--- config.mk ---
export PLATFORM = sky130hd
export DESIGN_NAME = diff_drive_odometry_flat
export DESIGN_NICKNAME = d
export VERILOG_FILES = /design/src/hw/rtl/ddo_pkg.sv /design/src/hw/rtl/ddo_in_if.sv /design/src/hw/rtl/ddo_out_if.sv /design/src/hw/rtl/diff_drive_odometry.sv /design/src/flat_wrapper.sv
export SDC_FILE = /design/constraint.sdc
export NUM_CORES = 2
export LEC_CHECK = 0
export BUFFER_PORTS_ARGS = -buffer_cell sky130_fd_sc_hd__buf_2
export CORE_AREA = 5 5 379 381
export CTS_BUF_LIST = sky130_fd_sc_hd__clkbuf_4 sky130_fd_sc_hd__clkbuf_8 sky130_fd_sc_hd__clkbuf_16
export CTS_CLUSTER_SIZE = 28
export DETAILED_ROUTE_END_ITERATION = 7
export DIE_AREA = 0 0 384 386
export GPL_ROUTABILITY_DRIVEN = 0
export PLACE_DENSITY = 0.66
export SLEW_MARGIN = 20
export SYNTH_ARGS = -nofsm -noshare
export SYNTH_HDL_FRONTEND = slang
export SYNTH_SLANG_ARGS = --single-unit
--- constraint.sdc ---
create_clock -name clk_i -period 16.96 [get_ports clk_i]
set_input_delay 1.696 -clock clk_i [delete_from_list [all_inputs] [get_ports clk_i]]
set_output_delay 1.696 -clock clk_i [all_outputs]
set_load 0.02 [all_outputs]
--- src/hw/rtl/ddo_pkg.sv ---
package ddo_pkg;

  localparam int unsigned POS_W  = 32;
  localparam int unsigned GAIN_W = 16;
  localparam int unsigned CRD_W  = 33;

  localparam logic [GAIN_W-1:0]      TURN_GAIN_RESET  = 16'd19661;
  localparam logic signed [CRD_W-1:0] CORDIC_START    = 33'sd652032874;
  localparam logic [29:0]            TURNS_PER_RADIAN = 30'd683565276;
  localparam logic signed [31:0]     QUARTER_TURN     = 32'sd1073741824;
  localparam logic signed [65:0]     ROUND_HALF       = 66'sd134217728;

  // binary-angle arctangent of 2^-i
  localparam logic [29:0] ATAN_LUT [32] = '{
    30'd536870912, 30'd316933406, 30'd167458907, 30'd85004756, 30'd42667331,
    30'd21354465, 30'd10679838, 30'd5340245, 30'd2670163, 30'd1335087,
    30'd667544, 30'd333772, 30'd166886, 30'd83443, 30'd41722, 30'd20861,
    30'd10430, 30'd5215, 30'd2608, 30'd1304, 30'd652, 30'd326, 30'd163,
    30'd81, 30'd41, 30'd20, 30'd10, 30'd5, 30'd3, 30'd1, 30'd1, 30'd0
  };

  typedef enum logic [2:0] {
    ST_IDLE,
    ST_CORDIC,
    ST_MUL,
    ST_APPLY,
    ST_FINISH
  } state_e;

  typedef enum logic [1:0] {
    OP_COS,
    OP_SIN,
    OP_GAIN,
    OP_TURN
  } op_e;

endpackage

--- src/hw/rtl/ddo_in_if.sv ---
interface ddo_in_if;
  logic               valid;
  logic               ready;
  logic signed [31:0] left_position;
  logic signed [31:0] right_position;

  modport source (output valid, output left_position, output right_position, input ready);
  modport sink (input valid, input left_position, input right_position, output ready);
endinterface

--- src/hw/rtl/ddo_out_if.sv ---
interface ddo_out_if;
  logic               valid;
  logic               ready;
  logic signed [31:0] pose_x;
  logic signed [31:0] pose_y;
  logic signed [31:0] heading;
  logic               first_sample;
  logic               saturated;

  modport source (
    output valid, output pose_x, output pose_y, output heading,
    output first_sample, output saturated, input ready
  );
  modport sink (
    input valid, input pose_x, input pose_y, input heading,
    input first_sample, input saturated, output ready
  );
endinterface

--- src/hw/rtl/diff_drive_odometry.sv ---
// Steps per sample: CORDIC loop, then multiply-accumulate for cos, sin, gain and
// turn, then the output register; the first sample after reset goes straight to it.
// One sample at a time: a new sample is taken only in idle, after the CORDIC loop and
// ten passes of the shared 35x17 multiply-accumulate unit for the previous one.
// Reset: pose, heading and previous wheel angles clear, turn_gain returns to 0.3.
module diff_drive_odometry #(
  parameter int unsigned CORDIC_STEPS = 20
) (
  input  logic                        clk_i,
  input  logic                        rst_ni,
  input  logic                        cfg_we_i,
  input  logic [ddo_pkg::GAIN_W-1:0]  cfg_wdata_i,
  ddo_in_if.sink                      sample_i,
  ddo_out_if.source                   pose_o
);
  import ddo_pkg::*;

  localparam int unsigned CNT_W = (CORDIC_STEPS > 1) ? $clog2(CORDIC_STEPS) : 1;
  localparam logic [CNT_W-1:0] CNT_LAST = CNT_W'(CORDIC_STEPS - 1);

  state_e state_q, state_d;
  op_e    op_q;

  logic [GAIN_W-1:0]         gain_q;
  logic [POS_W-1:0]          prev_l_q, prev_r_q;
  logic                      have_prev_q;
  logic [POS_W-1:0]          acc_x_q, acc_y_q, head_q;
  logic signed [33:0]        sum_q, diff_q;
  logic signed [CRD_W-1:0]   cx_q, cy_q, cz_q;
  logic                      flip_q;
  logic [CNT_W-1:0]          cnt_q;
  logic [1:0]                chunk_q;
  logic signed [65:0]        mac_q;
  logic signed [49:0]        p_q;
  logic                      first_q, sat_q;

  logic                      out_valid_q;
  logic [POS_W-1:0]          out_x_q, out_y_q, out_h_q;
  logic                      out_first_q, out_sat_q;
  logic                      out_load;

  // wheel deltas
  logic signed [32:0] dl, dr;
  logic signed [33:0] sum_w, diff_w;
  always_comb begin
    dl     = $signed({sample_i.left_position[31], sample_i.left_position})
           - $signed({prev_l_q[31], prev_l_q});
    dr     = $signed({sample_i.right_position[31], sample_i.right_position})
           - $signed({prev_r_q[31], prev_r_q});
    sum_w  = $signed({dl[32], dl}) + $signed({dr[32], dr});
    diff_w = $signed({dl[32], dl}) - $signed({dr[32], dr});
  end

  // fold heading into [-pi/2, pi/2]
  logic              fold;
  logic [31:0]       angle;
  always_comb begin
    fold  = ($signed(head_q) > QUARTER_TURN) || ($signed(head_q) < -QUARTER_TURN);
    angle = fold ? {~head_q[31], head_q[30:0]} : head_q;
  end

  // CORDIC rotation step
  logic signed [CRD_W-1:0] x_sh, y_sh, atan_v, nx, ny, nz;
  always_comb begin
    x_sh   = cx_q >>> cnt_q;
    y_sh   = cy_q >>> cnt_q;
    atan_v = $signed({3'b000, ATAN_LUT[5'(cnt_q)]});
    if (!cz_q[CRD_W-1]) begin
      nx = cx_q - y_sh;
      ny = cy_q + x_sh;
      nz = cz_q - atan_v;
    end else begin
      nx = cx_q + y_sh;
      ny = cy_q - x_sh;
      nz = cz_q + atan_v;
    end
  end

  // shared multiply-accumulate, one 16-bit chunk of b_op per cycle
  logic signed [CRD_W-1:0] cos_v, sin_v;
  logic signed [34:0]      a_op;
  logic [63:0]             b_op;
  logic [1:0]              chunk_last;
  logic [15:0]             b_chunk;
  logic signed [16:0]      b17;
  logic signed [51:0]      pp;
  logic signed [65:0]      pp_sh, mac_d;
  always_comb begin
    cos_v = (flip_q ? -cx_q : cx_q) >>> 2;
    sin_v = (flip_q ? -cy_q : cy_q) >>> 2;
    case (op_q)
      OP_COS: begin
        a_op = $signed({sum_q[33], sum_q});
        b_op = {{31{cos_v[CRD_W-1]}}, cos_v};
      end
      OP_SIN: begin
        a_op = $signed({sum_q[33], sum_q});
        b_op = {{31{sin_v[CRD_W-1]}}, sin_v};
      end
      OP_GAIN: begin
        a_op = $signed({diff_q[33], diff_q});
        b_op = {48'd0, gain_q};
      end
      OP_TURN: begin
        a_op = $signed({5'd0, TURNS_PER_RADIAN});
        b_op = {{14{p_q[49]}}, p_q};
      end
      default: begin
        a_op = '0;
        b_op = '0;
      end
    endcase
    chunk_last = (op_q == OP_TURN) ? 2'd3 : 2'd1;
    b_chunk    = b_op[{chunk_q, 4'b0000} +: 16];
    // top chunk carries the sign
    b17        = (chunk_q == chunk_last) ? $signed({b_chunk[15], b_chunk})
                                         : $signed({1'b0, b_chunk});
    pp         = a_op * b17;
    pp_sh      = $signed({{14{pp[51]}}, pp}) <<< {chunk_q, 4'b0000};
    mac_d      = (chunk_q == 2'd0) ? pp_sh : mac_q + pp_sh;
  end

  // round to Q16.16, add to x or y and clamp
  logic signed [65:0] rnd;
  logic signed [35:0] dpos;
  logic [POS_W-1:0]   target, clamped;
  logic signed [36:0] tsum;
  logic               ovf;
  always_comb begin
    rnd    = mac_q + ROUND_HALF;
    dpos   = rnd[63:28];
    target = (op_q == OP_COS) ? acc_x_q : acc_y_q;
    tsum   = $signed({{5{target[31]}}, target}) + $signed({dpos[35], dpos});
    ovf    = !((&tsum[36:31]) || !(|tsum[36:31]));
    if (ovf) begin
      clamped = tsum[36] ? 32'h8000_0000 : 32'h7FFF_FFFF;
    end else begin
      clamped = tsum[31:0];
    end
  end

  assign out_load = (state_q == ST_FINISH) && (!out_valid_q || pose_o.ready);

  // sequencer
  always_comb begin
    state_d = state_q;
    case (state_q)
      ST_IDLE: begin
        if (sample_i.valid) begin
          state_d = have_prev_q ? ST_CORDIC : ST_FINISH;
        end
      end
      ST_CORDIC: begin
        if (cnt_q == CNT_LAST) begin
          state_d = ST_MUL;
        end
      end
      ST_MUL: begin
        if (chunk_q == chunk_last) begin
          state_d = ST_APPLY;
        end
      end
      ST_APPLY: begin
        state_d = (op_q == OP_TURN) ? ST_FINISH : ST_MUL;
      end
      ST_FINISH: begin
        if (!out_valid_q || pose_o.ready) begin
          state_d = ST_IDLE;
        end
      end
      default: state_d = ST_IDLE;
    endcase
  end

  always_ff @(posedge clk_i or negedge rst_ni) begin
    if (!rst_ni) begin
      state_q <= ST_IDLE;
    end else begin
      state_q <= state_d;
    end
  end

  always_ff @(posedge clk_i or negedge rst_ni) begin
    if (!rst_ni) begin
      gain_q      <= TURN_GAIN_RESET;
      have_prev_q <= 1'b0;
      prev_l_q    <= '0;
      prev_r_q    <= '0;
      acc_x_q     <= '0;
      acc_y_q     <= '0;
      head_q      <= '0;
      op_q        <= OP_COS;
      cnt_q       <= '0;
      chunk_q     <= '0;
      out_valid_q <= 1'b0;
    end else begin
      if (cfg_we_i) begin
        gain_q <= cfg_wdata_i;
      end
      if (out_load) begin
        out_valid_q <= 1'b1;
      end else if (pose_o.ready) begin
        out_valid_q <= 1'b0;
      end
      case (state_q)
        ST_IDLE: begin
          if (sample_i.valid) begin
            sum_q       <= sum_w;
            diff_q      <= diff_w;
            prev_l_q    <= sample_i.left_position;
            prev_r_q    <= sample_i.right_position;
            have_prev_q <= 1'b1;
            first_q     <= !have_prev_q;
            sat_q       <= 1'b0;
            cx_q        <= CORDIC_START;
            cy_q        <= '0;
            cz_q        <= $signed({angle[31], angle});
            flip_q      <= fold;
            cnt_q       <= '0;
            op_q        <= OP_COS;
            chunk_q     <= '0;
          end
        end
        ST_CORDIC: begin
          cx_q  <= nx;
          cy_q  <= ny;
          cz_q  <= nz;
          cnt_q <= cnt_q + 1'b1;
        end
        ST_MUL: begin
          mac_q   <= mac_d;
          chunk_q <= chunk_q + 2'd1;
        end
        ST_APPLY: begin
          chunk_q <= '0;
          case (op_q)
            OP_COS: begin
              acc_x_q <= clamped;
              sat_q   <= sat_q | ovf;
              op_q    <= OP_SIN;
            end
            OP_SIN: begin
              acc_y_q <= clamped;
              sat_q   <= sat_q | ovf;
              op_q    <= OP_GAIN;
            end
            OP_GAIN: begin
              p_q  <= mac_q[49:0];
              op_q <= OP_TURN;
            end
            OP_TURN: begin
              head_q <= head_q + mac_q[63:32];
            end
            default: ;
          endcase
        end
        ST_FINISH: begin
          if (out_load) begin
            out_x_q     <= acc_x_q;
            out_y_q     <= acc_y_q;
            out_h_q     <= head_q;
            out_first_q <= first_q;
            out_sat_q   <= sat_q;
          end
        end
        default: ;
      endcase
    end
  end

  assign sample_i.ready      = (state_q == ST_IDLE);
  assign pose_o.valid        = out_valid_q;
  assign pose_o.pose_x       = $signed(out_x_q);
  assign pose_o.pose_y       = $signed(out_y_q);
  assign pose_o.heading      = $signed(out_h_q);
  assign pose_o.first_sample = out_first_q;
  assign pose_o.saturated    = out_sat_q;

endmodule
--- src/flat_wrapper.sv ---
// flat-port wrapper written by rule: the top's interface ports become plain ports
module diff_drive_odometry_flat import ddo_pkg::*;
#(
  parameter int unsigned CORDIC_STEPS = 20
)
  (clk_i, rst_ni, cfg_we_i, cfg_wdata_i, sample_i_valid, sample_i_left_position, sample_i_right_position, sample_i_ready, pose_o_valid, pose_o_pose_x, pose_o_pose_y, pose_o_heading, pose_o_first_sample, pose_o_saturated, pose_o_ready);
  ddo_in_if sample_i_i ();
  ddo_out_if pose_o_i ();
  input  logic clk_i;
  input  logic rst_ni;
  input  logic cfg_we_i;
  input  logic [ddo_pkg::GAIN_W-1:0] cfg_wdata_i;
  input wire logic [$bits(sample_i_i.valid)-1:0] sample_i_valid;
  input wire logic [$bits(sample_i_i.left_position)-1:0] sample_i_left_position;
  input wire logic [$bits(sample_i_i.right_position)-1:0] sample_i_right_position;
  output wire logic [$bits(sample_i_i.ready)-1:0] sample_i_ready;
  output wire logic [$bits(pose_o_i.valid)-1:0] pose_o_valid;
  output wire logic [$bits(pose_o_i.pose_x)-1:0] pose_o_pose_x;
  output wire logic [$bits(pose_o_i.pose_y)-1:0] pose_o_pose_y;
  output wire logic [$bits(pose_o_i.heading)-1:0] pose_o_heading;
  output wire logic [$bits(pose_o_i.first_sample)-1:0] pose_o_first_sample;
  output wire logic [$bits(pose_o_i.saturated)-1:0] pose_o_saturated;
  input wire logic [$bits(pose_o_i.ready)-1:0] pose_o_ready;
  assign sample_i_i.valid = sample_i_valid;
  assign sample_i_i.left_position = sample_i_left_position;
  assign sample_i_i.right_position = sample_i_right_position;
  assign sample_i_ready = sample_i_i.ready;
  assign pose_o_valid = pose_o_i.valid;
  assign pose_o_pose_x = pose_o_i.pose_x;
  assign pose_o_pose_y = pose_o_i.pose_y;
  assign pose_o_heading = pose_o_i.heading;
  assign pose_o_first_sample = pose_o_i.first_sample;
  assign pose_o_saturated = pose_o_i.saturated;
  assign pose_o_i.ready = pose_o_ready;
  diff_drive_odometry #(.CORDIC_STEPS(CORDIC_STEPS)) u_core (.clk_i(clk_i), .rst_ni(rst_ni), .cfg_we_i(cfg_we_i), .cfg_wdata_i(cfg_wdata_i), .sample_i(sample_i_i), .pose_o(pose_o_i));
endmodule
==> run metrics <==
outcome=complete, no violations; crit share post-route=between 80% and 90%; Die Y-Extent=386 um; Yosys cell types=115; Sinks on Clock Net=571; Reg2Reg Depth=43; number of max-cap violations=0; initial antenna violation count=8; #FFs+latches synth=571; total CTS buffers=73; Worst EP arrival=14.93 ns; warnings from Yosys=0; actual slew at the worst max-slew pin=1.19 ns; num rows=138; Critical Path RT=17.36 ns; asr flop ratio synth=33.3%; CP max stage delay=0.93 ns; Mapped Area=69200 um^2; fmax=68.8 MHz; Root Buffer=clkbuf_16; Die W=384 um; worst min-delay path category=reg2reg; post-route DRC violation count=0; Post-Syn Nets=8854; crit path time final=around 15 ns; vias in the first global route=57500; ANT nets after route=0; Clock Skews=between 0.05 and 0.06 ns; via count=between 50000 and 60000; part of the Yosys area used for sequential elements=between 20% and 30%; final setup fails=0; clock tree buffer depth=3; Port Buffers=184; post-DP HPWL=163000 um; largest net degree at the start of global routing=79; Global Route Usage Sum=27.9%; die area=148000 um^2; Hold Buf Count CTS=0; Min-Delay Path Depth=0; DR iter-0 viols=5686; Worst path slowest cell=a2111oi_0; overflow left after global routing=0; endpoints failing hold=0; DR WL/cell=21.8 um; Rel. slew slack=20.3%; I/O pin total=185; cells after synthesis=7706; CTS tree=built; post-CTS setup buffers=0; Mapped Avg Cell Area=8.99 um^2; Crit. End Element=flop; final WL=211000 um; Top FF cell, synth=edfxtp_1; most frequent cells in the layout=nand2_1 (880), inv_1 (854), nor2_1 (636); fillcell total=12800; WS Path Type=reg2reg; EDFF count, synth=381; most common cell after layout, fill and taps aside=nand2_1; core box area=between 100000 and 150000 um^2; DRT Pass-1 Iters=8; share of cells above drive strength 1=9.16%; clock-pin slew on the worst setup and hold paths=0.06 ns; H-Tree Depth=3; drt via density=6.03; first-pass GRT wire length=328000 um; nets@finish=8878; area taken by multi-input logic gates=48500 um^2; CP Max Fanout=25; Layout area overhead=7.44%; starting density of the core=49.4%; crit-path most repeated cell=fa_1; type of origin of the critical path=flop; max-slew violation count=0; clk_lat worst skew=0.70 ns; reg2reg setup slack=2.43 ns; Final TNS setup=0 ns; Reg area=16200 um^2; RSZ-0062 raised after global routing=no; post_cts resized=0
path summary, 6_finish.rpt:
kind	start	end
max	u_core.cy_q[1]	u_core.mac_q[63]
min	u_core.first_q	u_core.pose_o.first_sample
max reg2reg	u_core.cy_q[1]	u_core.mac_q[63]
min reg2reg	u_core.first_q	u_core.pose_o.first_sample
max in group asynchronous	rst_ni	u_core.prev_r_q[11]
min in group asynchronous	rst_ni	u_core.head_q[26]
per-stage QoR:
| step | cells | hold slack (ns) | setup WS (ns) | cell area, um^2 | utilization [%] |
|---|---|---|---|---|---|
| finish | 9682 | 0.452 | 2.43 | 74400 | 53.1 |
| global route | 9681 | 0.437 | 1.71 | 74400 | 53.1 |
| CTS | 9681 | 0.442 | 2.42 | 74400 | 53.1 |
| detailed placement | 9545 | 0.450 | 2.46 | 71900 | 51.3 |
| global placement | 9545 | 0.449 | 2.74 | 71900 | 51.3 |
| floorplan | 7706 | 0.400 | 5.12 | 69200 | - |
critical path, delay by kind of cell, from the launching register on:
family / cells / cell delay, ns
AO/OA/AOI/OAI: 13 / 3.72
XOR/XNOR: 3 / 0.47
adder cells (fa/ha/maj): 8 / 3.94
buffers and inverters: 5 / 0.26
flip-flops: 1 / 0.50
AND/OR/NAND/NOR: 14 / 5.29
sequential cells by signal, indices dropped and copies added (netlist names), 33 cells and up:
signal,count
u_core.sum_q,33
u_core.mac_q,64
u_core.cy_q,33
u_core.p_q,50
u_core.diff_q,34
u_core.cx_q,33
u_core.cz_q,33
final cells by class:
cell class / count / share of cell area, %
clock inverters: 40 / 0.506
multi-input cells: 5948 / 65.2
diodes: 1 / 0.00336
well taps: 1890 / 3.18
repair buffers: 277 / 2.19
clock buffers: 96 / 2.78
inverters: 859 / 4.33
flip-flops and latches: 571 / 21.8
Yosys cell counts (42+ instances only):
cell	count	share of area, %
inv_1	856	4.6
nand4_1	51	0.46
mux2_2	113	1.8
mux4_2	56	1.8
a211oi_1	93	1.0
buf_2	65	0.47
fa_1	567	16
a31oi_1	99	0.89
nor3_1	95	0.69
o21ai_0	423	3.1
edfxtp_1	381	17
a21oi_1	496	3.6
nand3_1	106	0.77
clkbuf_1	206	1.1
nand2_1	881	4.8
mux2i_1	60	0.87
a21o_1	174	1.9
nand2b_1	75	0.68
and2_1	91	0.82
o31ai_1	61	0.66
o21bai_1	58	0.63
ha_1	496	9.0
and3_1	53	0.48
xor2_1	204	2.6
nor2b_1	68	0.61
buf_1	42	0.23
nor2_1	637	3.5
xnor2_1	329	4.2
o21a_1	99	1.1
o211ai_1	43	0.47
dfrtp_1	182	6.6
cell families (layout without fill, tap and decap cells):
| logic type | Yosys count | in the layout | synth area share, % |
|---|---|---|---|
| AOI/OAI and AO/OA | 1840 | 1840 | 17.0 |
| adders and majority gates | 1063 | 1063 | 25.4 |
| buffers and inverters | 1187 | 1272 | 6.76 |
| xor gates and xnor gates | 534 | 534 | 6.76 |
| other | 0 | 1 | 0 |
| DFF | 571 | 571 | 23.4 |
| muxes | 266 | 266 | 5.91 |
| and+or+nand+nor | 2245 | 2245 | 14.8 |
per-layer routing:
metal | routed length (um) | up-vias | track usage [%]
met5 | 13 | - | 0
met4 | 10700 | 2 | 11.7
met3 | 16500 | 581 | 4.41
met2 | 99800 | 2502 | 47.2
met1 | 83600 | 28600 | 35.7
li1 | - | 26700 | -
Power is left out: the tool's default activity adds up to more than one toggle a clock period on the data nets, which glitch-free logic cannot reach.
